==> config.mk <==
export PLATFORM = sky130hd
export DESIGN_NAME = lbp_win_cell
export DESIGN_NICKNAME = d
export VERILOG_FILES = /design/src/hdl/lbp_pkg.sv /design/src/hdl/lbp_win_cell.sv
export SDC_FILE = /design/constraint.sdc
export NUM_CORES = 1
export LEC_CHECK = 0
export ABC_AREA = 1
export BUFFER_PORTS_ARGS = -buffer_cell sky130_fd_sc_hd__buf_4
export CAP_MARGIN = 15
export CELL_PAD_IN_SITES_DETAIL_PLACEMENT = 1
export CELL_PAD_IN_SITES_GLOBAL_PLACEMENT = 1
export CORE_ASPECT_RATIO = 1.5
export CORE_MARGIN = 2
export CORE_UTILIZATION = 39
export DETAILED_ROUTE_END_ITERATION = 8
export MAX_ROUTING_LAYER = met4
export PLACE_DENSITY = 0.84
export SLEW_MARGIN = 25
export SYNTH_ARGS = -nofsm -noshare
export SYNTH_HDL_FRONTEND = slang
export SYNTH_SLANG_ARGS = --single-unit
==> constraint.sdc <==
create_clock -name clk -period 1.6 [get_ports clk]
set_input_delay 0.08 -clock clk [delete_from_list [all_inputs] [get_ports clk]]
set_output_delay 0.08 -clock clk [all_outputs]
set_load 0.05 [all_outputs]
==> src/hdl/lbp_pkg.sv <==
`timescale 1ns / 1ps
// Shared types and constants of the 3x3 LBP stream block.
// No dependencies; used by every module under hdl/.
package lbp_pkg;

	localparam int PIX_W = 8;
	localparam int CFG_W = 11;
	localparam int CTR_W = 10;

	localparam int MAX_WIDTH_DEF = 1024;
	localparam int MAX_HEIGHT_DEF = 1024;

	localparam logic [CFG_W-1:0] WIDTH_RST = 11'd640;
	localparam logic [CFG_W-1:0] HEIGHT_RST = 11'd480;

	// configuration register indexes
	localparam logic CFG_IMAGE_WIDTH = 1'b0;
	localparam logic CFG_IMAGE_HEIGHT = 1'b1;

	typedef logic [PIX_W-1:0] pixel_t;

	typedef struct packed {
		logic [PIX_W-1:0] pixel;
		logic frame_start;
	} pix_word_t;

	typedef struct packed {
		logic [PIX_W-1:0] lbp_code;
		logic [CTR_W-1:0] center_col;
		logic [CTR_W-1:0] center_row;
		logic frame_last;
	} code_word_t;

	// one window column, top to bottom
	typedef struct packed {
		pixel_t top;
		pixel_t mid;
		pixel_t bot;
	} column_t;

endpackage

==> src/hdl/lbp_win_cell.sv <==
`timescale 1ns / 1ps
// One column cell of the 3x3 window: holds a column, passes it on when the
// window shifts, and compares its pixels against the center. Depends on lbp_pkg.
module lbp_win_cell (
	input  logic clk,
	input  logic arst_n,
	input  logic shift,
	input  lbp_pkg::column_t col_in,
	input  lbp_pkg::pixel_t center,
	output lbp_pkg::column_t col_out,
	output logic [2:0] gt
);
	import lbp_pkg::*;

	column_t col_q;

	always_ff @(posedge clk or negedge arst_n) begin
		if (!arst_n) begin
			col_q <= '0;
		end else if (shift) begin
			col_q <= col_in;
		end
	end

	assign col_out = col_q;
	assign gt = {col_q.top > center, col_q.mid > center, col_q.bot > center};

endmodule

# Yosys cells after proc, flatten, opt, wreduce, memory -nomap -nowiden
# Cells that the tools add are included.
[totals]
regBits = 24
inputBits = 35
out_inout_bits = 27
elab_cells = 6
[op_classes]
order_cmp = 3
[op_table]
columns = ["operator", "count"]
rows = [
  ["8-bit greater-than comparator", 3],
]

# Longest topological paths before layout
[depth]
word_depth = 1
depth_mapped = 9
depth_no_buf = 9

# Least setup slack after synthesis
# Ideal clock, no wire load.
[synth_timing]
path_type = "register -> output"
from = "register col_q, in the netlist col_out[23]"
to = "output port gt[2]"
t_arrival_ns = 1.941
required_ns = 1.520
path_slack_ns = -0.421
stages_incl_launch_ff = 7
n_path_buf = 0
path_cell_list = "dfrtp_1 > ha_1 > nand2_1 > nor2_1 > nand3_1 > nor2_1 > a21oi_1"
[synth_between]
elab_chain_len = 1
[synth_rtl]
columns = ["element", "line", "rtl"]
rows = [
  ["start, declared", "lbp_win_cell.sv:15", "column_t col_q;"],
  ["start signal, assigned", "lbp_win_cell.sv:21", "col_q <= col_in;"],
  ["8-bit greater-than comparator", "lbp_win_cell.sv:26", "assign gt = {col_q.top > center, col_q.mid > center, col_q.bot > center};"],
  ["end, declared", "lbp_win_cell.sv:11", "output logic [2:0] gt"],
]
# Every way passes these cells.

# Final worst setup path
[layout_timing]
from = "register col_q, in the netlist col_out[16]"
to = "output port gt[2]"
# The elaborated chain is that of the path after synthesis.

==> reports/results.ini <==
[worst_setup_path]
slowest_delay_ns = 0.39
r2r_setup_slack_ns = 0.49
reg2reg_depth = 3
worstSetupPathType = flop to output pin
endpoint_kind = output pin
r2r-start = col_out[4]
cp.required_ns = 1.52
path_cells = inv_1 -> ha_1 -> inv_1 -> nand2_1 -> nand2_1 -> nand2_1 -> nand2_1 -> nand2_2 -> a21oi_4 -> buf_6
cp.arrival_ns = 1.72
path_max_fanout = 2
crit_slowest_cell = dfrtp_1
cpMostUsedCell = nand2_1
r2r_end = col_out[4]
start_kind = flop

[route]
m1WireLength_um = 2209
first_pass_iters = 4
top_layer = met4
routed_wl_um = 6367
vias = 1449
drt-wirelength-per-cell_um = 22.99
ant_nets = 0
route.met2.wl_um = 3719
drc = 0
wl_met3_um = 208
vias_per_cell = 5.231
drt_iter0_markers = 32

[grt]
antenna_found_initial = 0
grt_max_degree = 28
grt_usage_pct = 27.39
gr-total-overflow = 0
grt_pass1_wl_um = 8970
grt_pass1_vias = 1742

[hold_path]
holdCritPathClass = primary input to flop
hold_path_end = col_out[16]
worstHoldPathCells = 3
min_from = col_in[16]

[layout]
area_delta_synth_final_pct = 74.45
antenna_cells = 0
layout.nets = 292
fillers = 389
layout-drive-gt1-share_pct = 76.72
largest_reg_flops = 24

[sta]
setup_ws_ns = -0.2011
finalCritPeriodShare_pct = 112.6
slew_headroom_pct = 70.70
hold_viol_final = 0
max_slew.worst_pin.slew_ns = 0.4395
period_needed_ns = 1.801
fin_tns_setup_ns = -0.4903
setup_viol = 3
slew_violations = 0
fin_skew_ns = 0
holdWs_ns = 0.004620
rsz0062_at_grt = yes
max_freq_ghz = 0.5552

[power_and_ir_drop]
leakagePower_nw = 1.283
clkPwrFrac_pct = 22.9
vdd_ir_drop_max_mv = 0.7589
finalPower_mw = 2.498
intPower_mw = 1.524
p_per_area_mw_per_mm2 = 925.3
combPwrFrac_pct = 47.3
switching_share_pct = 39.00
seqPwrFrac_pct = 29.8
p_sw_uw = 974.4

[clock_tree]
clockBufferDepth = 2
htreeDepth = 1
cts_tree = built
path_clk_slew_ns = 0.10
cts_buffers = 3
cts_root_buf = clkbuf_8
clk_latency_ns = 0.29
cts.sinks = 24

[run_status]
failed_checks = negative setup slack
status = complete, but fails checks

[die]
die_x_um = 55.44
start_util_pct = 39.80
io_pins = 62
core.rowCount = 28
fp.coreArea_mm2 = 0.003889
die-area_mm2 = 0.004499
die_y_um = 81.16

[place]
dp_hpwl_um = 3321
pre_cts_slack_ns = 0.08050
place_congestion = 0.7273
numPortBuffers = 61

[yosys]
syn_inst = 148
synth_area_mm2 = 0.001548
ys_warn_count = 0
synth_area_leaders = dfrtp_1 39%, ha_1 19%, mux2_4 14%
ys_seq_area_share_pct = 38.80
synth-seq-cells = 24
synth_cell_type_count = 13
yosysTopAreaCell = dfrtp_1
synth.avg_cell_area_um2 = 10.46
synth_top_area_share_pct = 38.80
synth.net_count = 207

[job]
maxCapViolations = 0

-- power by group through the flow --
| stage | clock, mW | sequential, mW | combinational, mW |
|---|---|---|---|
| after CTS | 0.552 | 0.729 | 1.03 |
| final | 0.571 | 0.745 | 1.18 |
| after global routing | 0.599 | 0.751 | 1.25 |
| after global placement | 0 | 0.735 | 0.782 |
| after floorplan | 0 | 0.944 | 0.339 |
| after detailed placement | 0 | 0.743 | 0.815 |
-- worst max path at each step --
stage	end	cells after the start	startpoint	slack, ns
2_1_floorplan	gt[2]	9	col_out[16]	-0.006
6_report	gt[2]	10	col_out[16]	-0.20
3_5_place_dp	gt[2]	7	col_out[23]	0.08
5_1_grt	gt[2]	10	col_out[16]	-0.25
3_3_place_gp	gt[2]	7	col_out[23]	0.13
4_1_cts	gt[2]	8	col_out[19]	-0.12
-- layout by cell type, fill, tap and decap left out --
cell type / n
buf_4: 79
ha_1: 6
mux2_4: 14
ha_4: 18
clkbuf_8: 3
nor2_4: 8
buf_6: 3
mux2_2: 7
o21ai_0: 3
nand2_2: 9
nor2_1: 1
dlygate4sd3_1: 1
a21oi_2: 2
dfrtp_1: 7
a21o_1: 3
dfrtp_2: 17
a21oi_1: 4
bufinv_16: 1
nand2_1: 13
nor2_2: 3
inv_2: 3
nand2_4: 5
inv_1: 16
a21oi_4: 3
nand3_2: 3
-- per-layer routing --
layer	global-route usage, %	vias up
li1	-	657
met1	27.32	720
met2	53.10	55
met3	3.822	17
met4	10.98	0
met5	-	-
-- critical path, delay by kind of cell, from the launching register on --
| kind | cells | cell delay, ns |
|---|---|---|
| flip-flops | 1 | 0.39 |
| AND/OR/NAND/NOR | 5 | 0.37 |
| buffers and inverters | 3 | 0.32 |
| adder cells (fa/ha/maj) | 1 | 0.20 |
| AO/OA/AOI/OAI | 1 | 0.14 |
-- cells in the mapped netlist --
| master | instances |
|---|---|
| ha_1 | 24 |
| buf_6 | 2 |
| dfrtp_1 | 24 |
| mux2_4 | 14 |
| a21oi_1 | 9 |
| nand2_1 | 27 |
| buf_12 | 1 |
| nor2_1 | 12 |
| inv_1 | 19 |
| nand3_1 | 3 |
| mux2_2 | 7 |
| o21ai_0 | 3 |
| a21o_1 | 3 |
-- layout make-up --
class	instances	area (µm²)	share of cell area, %
Multi-Input combinational cell	102	1242	46.01
Timing Repair Buffer	83	636.9	23.59
Sequential cell	24	621.8	23.03
Inverter	19	71.32	2.641
Tap cell	45	56.30	2.085
Clock buffer	3	41.29	1.529
Clock inverter	1	30.03	1.112
-- logic make-up (layout without fill, tap and decap cells) --
group,Yosys count,after routing,share of synthesized area [%]
compound gates,15,15,5.335
fa+ha+maj,24,24,19.40
buf+inv,22,106,7.357
flops,24,24,38.80
mux,21,21,18.67
simple gates,42,42,10.43
-- stage by stage --
| stage | cell area, µm² | util, % | cells |
|---|---|---|---|
| 6_report | 2700 | 69.43 | 277 |
| 5_1_grt | 2700 | 69.43 | 277 |
| 4_1_cts | 2517 | 64.74 | 272 |
| 3_5_place_dp | 2074 | 53.35 | 251 |
| 3_3_place_gp | 2074 | 53.35 | 251 |
| 2_1_floorplan | 1603 | - | 148 |
-- repair_timing --
action                                 CTS  global route
setup endpoints to repair                3             3
hold buffers                             1             0
buffers inserted                        16             5
gates cloned                             0             0
resized for setup                       42            25
endpoints found under the hold margin   24             0
pin swaps                               15            14
(Power assumes the default switching activity.)
